### src/vsh_pkg.sv
// vsh_pkg: shared types, constants and register codes of the vad segment hysteresis unit
// no dependencies; used by every other file of the block
package vsh_pkg;

  // default parameter values
  localparam int WINDOW_SAMPLES_DEF = 3200;
  localparam int POSITION_BITS_DEF  = 32;

  // fixed field widths
  localparam int PROB_W     = 17;
  localparam int HOP_W      = 16;
  localparam int MS_W       = 16;
  localparam int SLEN_W     = 12;
  localparam int OUT_POS_W  = 32;
  localparam int CFG_IDX_W  = 2;
  localparam int CFG_DATA_W = 17;

  // milliseconds to samples, a shift by four
  localparam int MS_SHIFT = 4;

  // register reset values
  localparam logic [PROB_W-1:0] THRESHOLD_RST   = PROB_W'(32768);
  localparam logic [HOP_W-1:0]  HOP_SIZE_RST    = HOP_W'(1600);
  localparam logic [MS_W-1:0]   MIN_SPEECH_RST  = MS_W'(100);
  localparam logic [MS_W-1:0]   MIN_SILENCE_RST = MS_W'(100);

  // register indexes
  typedef enum logic [CFG_IDX_W-1:0] {
    CFG_THRESHOLD   = 2'd0,
    CFG_HOP_SIZE    = 2'd1,
    CFG_MIN_SPEECH  = 2'd2,
    CFG_MIN_SILENCE = 2'd3
  } cfg_idx_t;

  // register set as seen by the core
  typedef struct packed {
    logic [PROB_W-1:0] threshold;
    logic [HOP_W-1:0]  hop_size;
    logic [MS_W-1:0]   seg_min_ms;
    logic [MS_W-1:0]   gap_min_ms;
  } cfg_t;

  // one input beat as held in the input register
  typedef struct packed {
    logic [PROB_W-1:0] speech_probability;
    logic              final_window;
    logic              short_stream;
    logic [SLEN_W-1:0] stream_length;
  } in_beat_t;

endpackage

### src/vsh_if.sv
// vsh_in_if and vsh_out_if: valid/ready channels of the vad segment hysteresis unit
// depends on vsh_pkg for field widths
interface vsh_in_if;
  logic                         valid;
  logic                         ready;
  logic [vsh_pkg::PROB_W-1:0]   speech_probability;
  logic                         final_window;
  logic                         short_stream;
  logic [vsh_pkg::SLEN_W-1:0]   stream_length;

  modport source (output valid, speech_probability, final_window, short_stream,
                  stream_length, input ready);
  modport sink   (input valid, speech_probability, final_window, short_stream,
                  stream_length, output ready);
endinterface

interface vsh_out_if;
  logic                          valid;
  logic                          ready;
  logic [vsh_pkg::OUT_POS_W-1:0] segment_start;
  logic [vsh_pkg::OUT_POS_W-1:0] segment_end;

  modport source (output valid, segment_start, segment_end, input ready);
  modport sink   (input valid, segment_start, segment_end, output ready);
endinterface

### src/vsh_cfg_regs.sv
// vsh_cfg_regs: configuration register set, written through a plain write port
// depends on vsh_pkg
module vsh_cfg_regs (
  input  logic                           clk,
  input  logic                           rst_n,
  input  logic                           cfg_we,
  input  logic [vsh_pkg::CFG_IDX_W-1:0]  cfg_index,
  input  logic [vsh_pkg::CFG_DATA_W-1:0] cfg_data,
  output vsh_pkg::cfg_t                  cfg
);

  vsh_pkg::cfg_t cfg_r;
  vsh_pkg::cfg_t cfg_nxt;

  // decode the write, each register keeps its own low bits
  always_comb begin
    cfg_nxt = cfg_r;
    if (cfg_we) begin
      case (vsh_pkg::cfg_idx_t'(cfg_index))
        vsh_pkg::CFG_THRESHOLD:   cfg_nxt.threshold  = cfg_data[vsh_pkg::PROB_W-1:0];
        vsh_pkg::CFG_HOP_SIZE:    cfg_nxt.hop_size   = cfg_data[vsh_pkg::HOP_W-1:0];
        vsh_pkg::CFG_MIN_SPEECH:  cfg_nxt.seg_min_ms = cfg_data[vsh_pkg::MS_W-1:0];
        vsh_pkg::CFG_MIN_SILENCE: cfg_nxt.gap_min_ms = cfg_data[vsh_pkg::MS_W-1:0];
        default:                  cfg_nxt = cfg_r;
      endcase
    end
  end

  always_ff @(posedge clk) begin
    if (!rst_n) begin
      cfg_r.threshold  <= vsh_pkg::THRESHOLD_RST;
      cfg_r.hop_size   <= vsh_pkg::HOP_SIZE_RST;
      cfg_r.seg_min_ms <= vsh_pkg::MIN_SPEECH_RST;
      cfg_r.gap_min_ms <= vsh_pkg::MIN_SILENCE_RST;
    end else begin
      cfg_r <= cfg_nxt;
    end
  end

  assign cfg = cfg_r;

endmodule

### src/vsh_seg_core.sv
// vsh_seg_core: segment state and the per-beat open, extend, close and flush decision
// depends on vsh_pkg; state advances on each beat taken from the input register
module vsh_seg_core #(
  parameter int WINDOW_SAMPLES = vsh_pkg::WINDOW_SAMPLES_DEF,
  parameter int POSITION_BITS  = vsh_pkg::POSITION_BITS_DEF
) (
  input  logic                     clk,
  input  logic                     rst_n,
  input  vsh_pkg::cfg_t            cfg,
  input  vsh_pkg::in_beat_t        beat,
  input  logic                     step,
  output logic                     emit,
  output logic [POSITION_BITS-1:0] emit_start,
  output logic [POSITION_BITS-1:0] emit_end
);

  // sums are held wide enough for a position plus a scaled millisecond count
  localparam int MS_SAMP_W = vsh_pkg::MS_W + vsh_pkg::MS_SHIFT;
  localparam int SW = ((POSITION_BITS > MS_SAMP_W) ? POSITION_BITS : MS_SAMP_W) + 1;

  logic [POSITION_BITS-1:0] offset_r, offset_nxt;
  logic                     in_seg_r, in_seg_nxt;
  logic [POSITION_BITS-1:0] begin_r, begin_nxt;
  logic [POSITION_BITS-1:0] lse_r, lse_nxt;

  logic                     speech;
  logic [SW-1:0]            lse_sum, off_sum, gap_sum, len_sum;
  logic [POSITION_BITS-1:0] lse_sp, off_adv;
  logic                     gap_ok, close_seg, seg_open1, long1;
  logic [POSITION_BITS-1:0] begin1, lse1;
  logic [SW-1:0]            silence_samp, speech_samp;

  assign speech       = beat.speech_probability >= cfg.threshold;
  assign silence_samp = SW'(cfg.gap_min_ms) << vsh_pkg::MS_SHIFT;
  assign speech_samp  = SW'(cfg.seg_min_ms) << vsh_pkg::MS_SHIFT;

  // saturating end of a speech window and next window offset
  assign lse_sum = SW'(offset_r) + SW'(WINDOW_SAMPLES);
  assign lse_sp  = (lse_sum[SW-1:POSITION_BITS] != '0) ? '1 : lse_sum[POSITION_BITS-1:0];
  assign off_sum = SW'(offset_r) + SW'(cfg.hop_size);
  assign off_adv = (off_sum[SW-1:POSITION_BITS] != '0) ? '1 : off_sum[POSITION_BITS-1:0];

  // silence gap long enough to close the open segment
  assign gap_sum   = SW'(lse_r) + silence_samp;
  assign gap_ok    = SW'(offset_r) >= gap_sum;
  assign close_seg = !speech && in_seg_r && gap_ok;

  // segment after this window's speech update
  assign seg_open1 = speech ? 1'b1 : (close_seg ? 1'b0 : in_seg_r);
  assign begin1    = (speech && !in_seg_r) ? offset_r : begin_r;
  assign lse1      = speech ? lse_sp : lse_r;
  assign len_sum   = SW'(begin1) + speech_samp;
  assign long1     = SW'(lse1) >= len_sum;

  // result selection: short stream, close, or flush on the final window
  always_comb begin
    if (beat.short_stream) begin
      emit       = speech;
      emit_start = '0;
      emit_end   = POSITION_BITS'(beat.stream_length);
    end else begin
      emit       = long1 && (close_seg || (beat.final_window && seg_open1));
      emit_start = begin1;
      emit_end   = lse1;
    end
  end

  // next state
  always_comb begin
    if (beat.short_stream || beat.final_window) begin
      offset_nxt = '0;
      in_seg_nxt = 1'b0;
      begin_nxt  = '0;
      lse_nxt    = '0;
    end else begin
      offset_nxt = off_adv;
      in_seg_nxt = seg_open1;
      begin_nxt  = begin1;
      lse_nxt    = lse1;
    end
  end

  always_ff @(posedge clk) begin
    if (!rst_n) begin
      offset_r <= '0;
      in_seg_r <= 1'b0;
      begin_r  <= '0;
      lse_r    <= '0;
    end else if (step) begin
      offset_r <= offset_nxt;
      in_seg_r <= in_seg_nxt;
      begin_r  <= begin_nxt;
      lse_r    <= lse_nxt;
    end
  end

endmodule

### src/vad_segment_hysteresis_unit.sv
// Result path: an accepted input beat waits in the input register until the result register is free
// or being drained, then its result beat is loaded into the result register; none if no segment.
// Throughput: one input beat per cycle while the result register is free or being drained.
// Reset (rst_n low, synchronous): segment state and offset cleared, registers to defaults,
// both pipeline registers emptied.
// depends on vsh_pkg, vsh_if, vsh_cfg_regs and vsh_seg_core
module vad_segment_hysteresis_unit #(
  parameter int WINDOW_SAMPLES = vsh_pkg::WINDOW_SAMPLES_DEF,
  parameter int POSITION_BITS  = vsh_pkg::POSITION_BITS_DEF
) (
  input  logic                           clk,
  input  logic                           rst_n,
  vsh_in_if.sink                         in_ch,
  vsh_out_if.source                      out_ch,
  input  logic                           cfg_we,
  input  logic [vsh_pkg::CFG_IDX_W-1:0]  cfg_index,
  input  logic [vsh_pkg::CFG_DATA_W-1:0] cfg_data
);

  vsh_pkg::cfg_t            cfg;
  vsh_pkg::in_beat_t        in_beat_r;
  logic                     in_v_r;
  logic                     out_v_r;
  logic [vsh_pkg::OUT_POS_W-1:0] out_start_r, out_end_r;
  logic                     step, in_take;
  logic                     emit;
  logic [POSITION_BITS-1:0] emit_start, emit_end;

  vsh_cfg_regs u_cfg (
    .clk       (clk),
    .rst_n     (rst_n),
    .cfg_we    (cfg_we),
    .cfg_index (cfg_index),
    .cfg_data  (cfg_data),
    .cfg       (cfg)
  );

  // input register moves on when the result register is free or being drained
  assign step         = in_v_r && (!out_v_r || out_ch.ready);
  assign in_ch.ready  = !in_v_r || step;
  assign in_take      = in_ch.valid && in_ch.ready;

  always_ff @(posedge clk) begin
    if (!rst_n) begin
      in_v_r <= 1'b0;
    end else if (in_ch.ready) begin
      in_v_r <= in_ch.valid;
    end
  end

  always_ff @(posedge clk) begin
    if (in_take) begin
      in_beat_r.speech_probability <= in_ch.speech_probability;
      in_beat_r.final_window       <= in_ch.final_window;
      in_beat_r.short_stream       <= in_ch.short_stream;
      in_beat_r.stream_length      <= in_ch.stream_length;
    end
  end

  vsh_seg_core #(
    .WINDOW_SAMPLES (WINDOW_SAMPLES),
    .POSITION_BITS  (POSITION_BITS)
  ) u_core (
    .clk        (clk),
    .rst_n      (rst_n),
    .cfg        (cfg),
    .beat       (in_beat_r),
    .step       (step),
    .emit       (emit),
    .emit_start (emit_start),
    .emit_end   (emit_end)
  );

  // result register
  always_ff @(posedge clk) begin
    if (!rst_n) begin
      out_v_r <= 1'b0;
    end else if (step) begin
      out_v_r <= emit;
    end else if (out_ch.ready) begin
      out_v_r <= 1'b0;
    end
  end

  always_ff @(posedge clk) begin
    if (step && emit) begin
      out_start_r <= vsh_pkg::OUT_POS_W'(emit_start);
      out_end_r   <= vsh_pkg::OUT_POS_W'(emit_end);
    end
  end

  assign out_ch.valid         = out_v_r;
  assign out_ch.segment_start = out_start_r;
  assign out_ch.segment_end   = out_end_r;

endmodule

### src/flat_wrapper.sv
// flat-port wrapper written by rule: the top's interface ports become plain ports
module vad_segment_hysteresis_unit_flat 
#(
  parameter int WINDOW_SAMPLES = vsh_pkg::WINDOW_SAMPLES_DEF,
  parameter int POSITION_BITS  = vsh_pkg::POSITION_BITS_DEF
)
  (clk, rst_n, cfg_we, cfg_index, cfg_data, in_ch_valid, in_ch_speech_probability, in_ch_final_window, in_ch_short_stream, in_ch_stream_length, in_ch_ready, out_ch_valid, out_ch_segment_start, out_ch_segment_end, out_ch_ready);
  vsh_in_if in_ch_i ();
  vsh_out_if out_ch_i ();
  input  logic clk;
  input  logic rst_n;
  input  logic cfg_we;
  input  logic [vsh_pkg::CFG_IDX_W-1:0] cfg_index;
  input  logic [vsh_pkg::CFG_DATA_W-1:0] cfg_data;
  input wire logic [$bits(in_ch_i.valid)-1:0] in_ch_valid;
  input wire logic [$bits(in_ch_i.speech_probability)-1:0] in_ch_speech_probability;
  input wire logic [$bits(in_ch_i.final_window)-1:0] in_ch_final_window;
  input wire logic [$bits(in_ch_i.short_stream)-1:0] in_ch_short_stream;
  input wire logic [$bits(in_ch_i.stream_length)-1:0] in_ch_stream_length;
  output wire logic [$bits(in_ch_i.ready)-1:0] in_ch_ready;
  output wire logic [$bits(out_ch_i.valid)-1:0] out_ch_valid;
  output wire logic [$bits(out_ch_i.segment_start)-1:0] out_ch_segment_start;
  output wire logic [$bits(out_ch_i.segment_end)-1:0] out_ch_segment_end;
  input wire logic [$bits(out_ch_i.ready)-1:0] out_ch_ready;
  assign in_ch_i.valid = in_ch_valid;
  assign in_ch_i.speech_probability = in_ch_speech_probability;
  assign in_ch_i.final_window = in_ch_final_window;
  assign in_ch_i.short_stream = in_ch_short_stream;
  assign in_ch_i.stream_length = in_ch_stream_length;
  assign in_ch_ready = in_ch_i.ready;
  assign out_ch_valid = out_ch_i.valid;
  assign out_ch_segment_start = out_ch_i.segment_start;
  assign out_ch_segment_end = out_ch_i.segment_end;
  assign out_ch_i.ready = out_ch_ready;
  vad_segment_hysteresis_unit #(.WINDOW_SAMPLES(WINDOW_SAMPLES), .POSITION_BITS(POSITION_BITS)) u_core (.clk(clk), .rst_n(rst_n), .in_ch(in_ch_i), .out_ch(out_ch_i), .cfg_we(cfg_we), .cfg_index(cfg_index), .cfg_data(cfg_data));
endmodule
### config.mk
export PLATFORM = sky130hd
export DESIGN_NAME = vad_segment_hysteresis_unit_flat
export DESIGN_NICKNAME = d
export VERILOG_FILES = /design/src/vsh_pkg.sv /design/src/vsh_if.sv /design/src/vsh_cfg_regs.sv /design/src/vsh_seg_core.sv /design/src/vad_segment_hysteresis_unit.sv /design/src/flat_wrapper.sv
export SDC_FILE = /design/constraint.sdc
export NUM_CORES = 1
export LEC_CHECK = 0
export CAP_MARGIN = 20
export CORE_MARGIN = 2
export CORE_UTILIZATION = 59
export CTS_CLUSTER_SIZE = 16
export DETAILED_ROUTE_END_ITERATION = 10
export DONT_BUFFER_PORTS = 1
export PLACE_DENSITY = 0.8
export SLEW_MARGIN = 0
export SYNTH_ARGS = -nofsm -noshare
export SYNTH_HDL_FRONTEND = slang
export SYNTH_SLANG_ARGS = --single-unit
export TNS_END_PERCENT = 10
### constraint.sdc
create_clock -name clk -period 7.7 [get_ports clk]
set_input_delay 2.31 -clock clk [delete_from_list [all_inputs] [get_ports clk]]
set_output_delay 2.31 -clock clk [all_outputs]
set_load 0.01 [all_outputs]
==> impl_metrics.ini, run 1 <==
[status]
outcome = complete, no violations

[hold_path]
min_delay_worst_endpoint = u_core.u_cfg.cfg[61]
hold_class = reg2reg
hold_depth = 2
hold_start = u_core.u_cfg.cfg[61]

[synth]
ys_types = 71
yosysSeqAreaShare_pct = 39.5
synth-main-ff-cell = dfxtp_1
netlist_instances = 1767
synthesis.nets = 1955
syn_area_sq_um = 15500
yosys_warnings = 0
async_reset_ff_share_pct = 0
ys_ff_latch = 259
syn_area_per_cell_sq_um = 8.79
synth-edff-count = 95

[pwr]
p_leak_nw = 6.57
ir_drop_v = 0.000204
cellPowerDensity_nw_per_um2 = 188

[final_layout]
final_common_cell = nand2_1
area_growth_pct = 7.35
final_cell_mix = 288 x nand2_1, 164 x dfxtp_1, 130 x ha_1, 101 x a21oi_1, 99 x nor2_1
final_layout_size_suffix_gt1_share_pct = 5.44
fillerInstances = 2144
final_nets = 1911

[clock_tree]
cts_tree = done
cts_setup_buffers = 0
clk_latency_ns = 0.58
cts_max_level = 1
cts.sink_count = 259
numCtsBuffers = 29
path_clk_slew_ns = 0.06
cts_buffer_depth = 3
cts-root-buf = clkbuf_16
post_cts_resized = 0
cts-hold-fix-buffers = 0

[worst_setup_path]
critPathTopFamily = compound AO/OA/AOI/OAI gates
r2r-start = u_core.in_beat_r[29]
r2r_cells = 26
crit_fanout = 32
reg2reg_slack_ns = 0.55
cpMaxStageDelayCell = a2bb2o_2
path_buf_inv = 2
worstSetupPathType = reg2reg
crit_start = u_core.in_beat_r[29]
crit_required_ns = 7.97
setup.worst_path.end_class = register
slowest_delay_ns = 0.49
regToRegEndpoint = u_core.out_ch.segment_end[5]
worst-endpoint-arrival_ns = 7.42
cp-start-kind = register
cp_num_cells = 26

[drt]
first_pass_iters = 5
dr.first_iter.drc_count = 1103
wirelength_um = 43400
vias_per_cell = 6.28
dr_total_vias = 13065
drc = 0
ant_nets = 0
wl_per_cell_um = 20.9

[sta]
max_freq_ghz = 0.140
final.setup.worst_slack_ns = 0.554
rsz0062_at_grt = false
worstMarginPinSlew_ns = 1.09
period_minus_slack_ns = 7.15
slew_viol_final = 0
relSlewSlack_pct = 27.2
skew_ns = 0.0180
finalCritPeriodShare_pct = 92.8
setup_violations = 0
setup_tns_ns = 0
hold_viol = 0

[global_route]
grt_max_degree = 146
gr-total-overflow = 0
grt_first_pass_wirelength_um = 68600
antenna_found_initial = 1
grt_usage_pct = 31.1
grt_pass1_vias = 12790

[die]
dieArea_sq_um = 27600
start_util_pct = 59.8
die_h_um = 166
chipWidth_um = 166
coreArea_sq_um = 26000
io_pins = 121
rows = 59

[flow_run]
drv_cap = 0

[placement]
dp_slack_ns = 0.389
portBuffers = 0
dp_hpwl_um = 31600
place.gp.congestion = 0.947
## worst min-delay path, cell delays in order, from the launching register on
cell	delay (ns)
dfxtp_1	0.30
nand2_1	0.05
a21boi_0	0.06
## worst max-delay path by stage
stage / endpoint / slack (ns)
finish: u_core.out_ch.segment_end[5] / 0.55
global route: u_core.out_ch.segment_start[3] / 0.02
CTS: u_core.out_ch.segment_start[15] / 0.35
detailed placement: u_core.out_ch.segment_end[5] / 0.39
global placement: u_core.out_ch.segment_end[5] / 0.67
floorplan: u_core.out_ch.segment_end[0] / 0.35
## cell type report
class                   instances  area [sq um]  share of cell area [%]
multi-input cells            1344          8790                    52.7
flip-flops and latches        259          6140                    36.8
clock buffers                  33           761                    4.56
well taps                     335           419                    2.51
inverters                      73           274                    1.64
repair buffers                 16           149                   0.893
clock inverters                20           145                   0.870
diodes                          1          2.50                  0.0150
## stage by stage
stage | cells | hold slack [ns] | area (sq um) | util [%] | power (mW)
floorplan | 1767 | 0.443 | 15500 | - | 1.76
global placement | 2026 | 0.451 | 15800 | 60.6 | 1.84
CTS | 2079 | 0.465 | 16700 | 64.1 | 3.15
finish | 2081 | 0.461 | 16700 | 64.2 | 3.14
global route | 2081 | 0.483 | 16700 | 64.2 | 3.24
detailed placement | 2026 | 0.457 | 15800 | 60.6 | 1.84
## synthesized netlist by cell type (15+ instances only)
| cell type | number | area, sq um |
|---|---|---|
| nand2_1 | 288 | 1080 |
| dfxtp_1 | 164 | 3280 |
| ha_1 | 130 | 1630 |
| a21oi_1 | 102 | 510 |
| nor2_1 | 100 | 375 |
| edfxtp_1 | 95 | 2850 |
| o21ai_0 | 84 | 420 |
| clkbuf_1 | 75 | 282 |
| inv_1 | 72 | 270 |
| a21boi_0 | 69 | 518 |
| and2_1 | 53 | 332 |
| xnor2_1 | 43 | 377 |
| nand3_1 | 41 | 205 |
| nor2b_1 | 41 | 257 |
| xor2_1 | 36 | 315 |
| a22oi_1 | 35 | 263 |
| nand4_1 | 29 | 181 |
| mux2i_1 | 28 | 280 |
| a21o_1 | 27 | 203 |
| nor3_1 | 22 | 110 |
| a211oi_1 | 18 | 135 |
| and3_1 | 15 | 93.8 |
| or3_1 | 15 | 93.8 |
## power breakdown
part / switching [mW] / internal [mW]
registers: 0.0307 / 1.46
logic: 0.210 / 0.120
clock network: 0.576 / 0.743
## sequential cells by signal, summed over array words and instances (netlist names)
register	cells
u_core.in_beat_r	31
u_core.u_core.begin_r	32
u_core.u_cfg.cfg	65
u_core.in_v_r	1
u_core.out_ch.segment_start	32
u_core.out_ch.valid	1
u_core.out_ch.segment_end	32
u_core.u_core.offset_r	32
u_core.u_core.in_seg_r	1
u_core.u_core.lse_r	32
## metal layers
layer / global-route usage (%) / vias to the layer above / part of all wire (%)
met1: 37.4 / 6183 / 40
met5: 0 / - / 0
met4: 16.5 / 0 / 5.9
met3: 5.98 / 151 / 6.6
li1: - / 6206 / -
met2: 52.8 / 525 / 48
## kinds of logic after synthesis
kind of cell    share of synthesized area [%]
mux                                      2.46
simple gates                             19.7
buf+inv                                  4.08
compound gates                           18.9
fa+ha+maj                                10.9
xor+xnor                                 4.45
flops                                    39.5
Note: power is estimated with default switching activity, not from simulation.
==> run 2, diff against run 1 <==
--- a/config.mk
+++ b/config.mk
@@ -7,11 +7,12 @@
 export LEC_CHECK = 0
 export CAP_MARGIN = 20
 export CORE_MARGIN = 2
-export CORE_UTILIZATION = 59
+export CORE_UTILIZATION = 45
 export CTS_CLUSTER_SIZE = 16
 export DETAILED_ROUTE_END_ITERATION = 10
 export DONT_BUFFER_PORTS = 1
-export PLACE_DENSITY = 0.8
+export MAX_ROUTING_LAYER = met4
+export PLACE_DENSITY = 0.64
 export SLEW_MARGIN = 0
 export SYNTH_ARGS = -nofsm -noshare
 export SYNTH_HDL_FRONTEND = slang
==> run 2 against run 1 <==
  * Setup slack better by 0.19 ns
  * Die area is 30% higher
  * Fmax is 2.7% higher
  * Sequential share of layout area is 0.75 points lower
  * Non-clock buffer count is 8 higher
  * Flip-flop and latch count stayed put
  * Sequential power hardly changed
  * Largest power group is now clock
  * Global-route usage is 4.8 points lower
  * Register-to-register slack better by 0.19 ns
  * Total power is 6.9% higher
  * Core utilization is 15 points lower
==> impl_metrics.ini, run 2 (same netlist as run 1, synthesis figures left out) <==
[status]
outcome = complete, no violations

[sta]
rsz0062_at_grt = false
period_minus_slack_ns = 6.96
slew_viol_final = 0
setup_tns_ns = 0
hold_viol = 0
max_freq_ghz = 0.144
setup_violations = 0
relSlewSlack_pct = 25.2
skew_ns = 0.0252
worstMarginPinSlew_ns = 1.12
finalCritPeriodShare_pct = 90.3

[pwr]
intPower_mw = 2.50
combPwrFrac_pct = 10.2
p_leak_nw = 6.67
cellPowerDensity_nw_per_um2 = 197
power_frac_clock_pct = 45.4
seq_power_share_pct = 44.4
ir_drop_v = 0.000191
total_power_mw = 3.36
switching_share_pct = 25.5
switching_power_mw = 0.857

[clock_tree]
clk_latency_ns = 0.59
cts-root-buf = clkbuf_16
cts.sink_count = 259
cts-hold-fix-buffers = 0
cts_max_level = 1
cts_tree = done
cts_buffer_depth = 3
numCtsBuffers = 30
path_clk_slew_ns = 0.06

[die]
rows = 68
dieArea_sq_um = 36000
chipWidth_um = 190
io_pins = 121
die_h_um = 190
start_util_pct = 45.3
coreArea_sq_um = 34300

[drt]
dr_total_vias = 12814
wl_per_cell_um = 21.0
ant_nets = 0
vias_per_cell = 5.79
drc = 0
wirelength_um = 46600
dr.first_iter.drc_count = 970
first_pass_iters = 5

[worst_setup_path]
path_buf_inv = 4
cp_common_cell = a21oi_1
critPathTopFamily = compound AO/OA/AOI/OAI gates
slowest_delay_ns = 0.42
setup.worst_path.end_class = register
cpMaxStageDelayCell = a21oi_2
cp-start-kind = register
worstSetupPathType = reg2reg
crit_required_ns = 7.94
worst-endpoint-arrival_ns = 7.20
crit_fanout = 23

[global_route]
grt_usage_pct = 26.2
gr-total-overflow = 0
grt_first_pass_wirelength_um = 71000
grt_max_degree = 146
grt_pass1_vias = 12145
antenna_found_initial = 0

[final_layout]
final_cell_mix = 288 x nand2_1, 164 x dfxtp_1, 130 x ha_1, 101 x a21oi_1, 99 x nor2_1
final_common_cell = nand2_1
final_layout_size_suffix_gt1_share_pct = 6.21
area_growth_pct = 9.60
final_nets = 1920
largest_reg_flops = 65

[flow_run]
drv_cap = 0

[placement]
portBuffers = 0
dp_hpwl_um = 33800
place.gp.congestion = 0.930

[hold_path]
hold_class = reg2reg
==> run 2: cell types whose count changed in the layout (fill, tap and decap cells not counted), sizes merged <==
| cell | change |
|---|---|
| clkinvlp | +3 |
| bufinv | +3 |
| clkbuf | +7 |
| buf | +8 |
| clkinv | -10 |
==> run 2: final timing paths <==
check                          from                       endpoint  slack (ns)  cells past startpoint
max            u_core.u_cfg.cfg[54]  u_core.out_ch.segment_end[21]        0.74                     28
min          u_core.u_core.lse_r[3]         u_core.u_core.lse_r[3]        0.46                      2
max reg2reg    u_core.u_cfg.cfg[54]  u_core.out_ch.segment_end[21]        0.74                     28
min reg2reg  u_core.u_core.lse_r[3]         u_core.u_core.lse_r[3]        0.46                      2
==> run 2: layout make-up <==
class / count / area (sq um)
diodes: 1 / 2.50
clock buffers: 40 / 851
clock inverters: 16 / 206
fillers: 3243 / 17300
inverters: 73 / 274
multi-input cells: 1344 / 8790
flip-flops and latches: 259 / 6140
well taps: 455 / 569
repair buffers: 24 / 196
==> run 2: worst register-to-register path: cells and delay by family (launching register included) <==
family / cells / cell delay, ns
compound gates: 14 / 3.20
simple gates: 6 / 1.17
fa+ha+maj: 3 / 0.97
buf+inv: 4 / 0.67
flops: 1 / 0.33
mux: 1 / 0.23
==> run 2: metal layers <==
layer / share of wire, % / GRT usage, %
met3: 5.3 / 4.04
met5: 0 / -
met2: 48 / 44.0
met1: 42 / 31.9
met4: 4.2 / 10.1
==> run 2: timing repair <==
item                                    in CTS  in global routing
endpoints found under the setup margin       0                 64
buffers inserted                             0                  9
resized for setup                            0                  1
==> run 2: power by group through the flow <==
stage | combinational, mW | sequential, mW | clock [mW]
final | 0.341 | 1.49 | 1.52
after global routing | 0.375 | 1.50 | 1.60
after CTS | 0.331 | 1.49 | 1.55
after detailed placement | 0.329 | 1.52 | 0
after global placement | 0.324 | 1.52 | 0
after floorplan | 0.243 | 1.51 | 0
==> run 2: through the flow <==
| stage | hold WS [ns] | worst slack (ns) | utilization (%) | cells | instance area, sq um |
|---|---|---|---|---|---|
| floorplan | 0.443 | 0.354 | - | 1767 | 15500 |
| CTS | 0.465 | 0.399 | 49.4 | 2201 | 16900 |
| global route | 0.486 | 0.113 | 49.6 | 2211 | 17000 |
| global placement | 0.450 | 0.654 | 46.3 | 2145 | 15900 |
| detailed placement | 0.456 | 0.448 | 46.3 | 2145 | 15900 |
| finish | 0.461 | 0.743 | 49.7 | 2212 | 17000 |
==> run 3, diff against run 2 <==
--- a/config.mk
+++ b/config.mk
@@ -12,7 +12,7 @@
 export DETAILED_ROUTE_END_ITERATION = 10
 export DONT_BUFFER_PORTS = 1
 export MAX_ROUTING_LAYER = met4
-export PLACE_DENSITY = 0.64
+export PLACE_DENSITY = 0.62
 export SLEW_MARGIN = 0
 export SYNTH_ARGS = -nofsm -noshare
 export SYNTH_HDL_FRONTEND = slang
==> constraint.sdc (replaced) <==
create_clock -name clk -period 8.71 [get_ports clk]
set_input_delay 2.613 -clock clk [delete_from_list [all_inputs] [get_ports clk]]
set_output_delay 2.613 -clock clk [all_outputs]
set_load 0.01 [all_outputs]
==> run 3 against run 2 <==
  * Clock power shrank 17%
  * Final area shrank 0.74%
  * Sequential power shrank 11%
  * Global-route usage grew 0.22 points
  * Setup slack gained 0.21 ns
  * Critical path type unchanged
  * Final cell count shrank 0.32%
  * Wire length shrank 0.29%
  * First-iteration DRC count shrank 11%
  * Register-to-register slack gained 0.21 ns
==> impl_metrics.ini, run 3 (same netlist as run 1, synthesis figures left out) <==
[die]
die_h_um = 190
start_util_pct = 45.3
coreArea_sq_um = 34300
io_pins = 121
rows = 68
dieArea_sq_um = 36000
chipWidth_um = 190

[drt]
wirelength_um = 46400
first_pass_iters = 6
dr_total_vias = 12955
ant_nets = 0
dr.first_iter.drc_count = 859
wl_per_cell_um = 21.1
drc = 0
vias_per_cell = 5.88

[pwr]
cellPowerDensity_nw_per_um2 = 170
p_leak_nw = 6.59
ir_drop_v = 0.000190
total_power_mw = 2.87

[sta]
skew_ns = 0.0306
finalCritPeriodShare_pct = 89.1
setup_tns_ns = 0
final.setup.worst_slack_ns = 0.953
relSlewSlack_pct = 23.0
rsz0062_at_grt = false
max_freq_ghz = 0.129
period_minus_slack_ns = 7.76
slew_viol_final = 0
setup_violations = 0
worstMarginPinSlew_ns = 1.16
hold_viol = 0

[clock_tree]
cts-hold-fix-buffers = 0
cts_setup_buffers = 0
cts_max_level = 1
numCtsBuffers = 30
cts-root-buf = clkbuf_16
cts.sink_count = 259
post_cts_resized = 0
path_clk_slew_ns = 0.06
cts_tree = done
cts_buffer_depth = 3
clk_latency_ns = 0.59

[placement]
place.gp.congestion = 0.956
dp_hpwl_um = 33700
dp_slack_ns = 1.01
portBuffers = 0

[global_route]
grt_pass1_vias = 12406
grt_first_pass_wirelength_um = 71900
grt_usage_pct = 26.5
grt_max_degree = 146
gr-total-overflow = 0
antenna_found_initial = 2

[worst_setup_path]
worst-endpoint-arrival_ns = 8.01
slowest_delay_ns = 0.71
cp-start-kind = register
setup.worst_path.end_class = register
crit_fanout = 41
crit_required_ns = 8.96
cpMaxStageDelayCell = a2bb2o_2
cp_common_cell = a21oi_1
worstSetupPathType = reg2reg

[final_layout]
fin_util_pct = 49.3
final_common_cell = nand2_1
largest_reg_flops = 65
final_layout_size_suffix_gt1_share_pct = 5.32
final_cell_mix = 288 x nand2_1, 164 x dfxtp_1, 130 x ha_1, 102 x a21oi_1, 99 x nor2_1
final_nets = 1911
area_growth_pct = 8.79

[status]
outcome = complete, no violations

[flow_run]
drv_cap = 0

[hold_path]
hold_class = reg2reg
run 3: cell types whose count changed in the layout (fill, tap and decap cells not counted), sizes merged:
cell and change:
buf -9, clkinv +3, bufinv -2, diode +2, clkbuf +1, clkinvlp -1, inv -1
run 3: layer usage:
layer | track usage (%) | part of all wire [%]
met3 | 4.78 | 6.7
met2 | 43.8 | 47
met4 | 10.0 | 4.6
met5 | - | 0
met1 | 32.2 | 41
run 3: worst paths after layout:
check	start	to	slack, ns	depth (start not counted)
setup reg to reg	u_core.in_beat_r[29]	u_core.out_ch.segment_start[7]	0.95	27
hold reg to reg	u_core.u_cfg.cfg[60]	u_core.u_cfg.cfg[60]	0.46	2
hold / removal	u_core.u_cfg.cfg[60]	u_core.u_cfg.cfg[60]	0.46	2
setup / recovery	u_core.in_beat_r[29]	u_core.out_ch.segment_start[7]	0.95	27
run 3: power by group:
group	switching [mW]	leakage [nW]	internal [mW]
Clock	0.525	0.469	0.733
Combinational	0.191	3.88	0.106
Sequential	0.0263	2.24	1.29
run 3: critical path: cells and delay by family (launching register included):
family / cells / cell delay [ns]
AO/OA/AOI/OAI: 10 / 2.85
adder cells (fa/ha/maj): 3 / 0.84
buffers and inverters: 3 / 0.85
flip-flops: 1 / 0.37
multiplexers: 1 / 0.32
AND/OR/NAND/NOR: 10 / 2.18
run 3: area by class of cell:
cell class,instances,area (sq um)
fill,3283,17400
multi-input combinational,1344,8790
sequential,259,6140
clock buffer,41,843
tap,455,569
inverter,73,274
timing repair buffer,15,153
clock inverter,15,130
antenna,3,7.51
run 3: stage by stage:
step | instance area (sq um) | instances | hold WS (ns)
2_1_floorplan | 15500 | 1767 | 0.443
3_3_place_gp | 15900 | 2143 | 0.450
3_5_place_dp | 15900 | 2143 | 0.457
4_1_cts | 16800 | 2199 | 0.465
5_1_grt | 16900 | 2204 | 0.487
6_report | 16900 | 2205 | 0.463
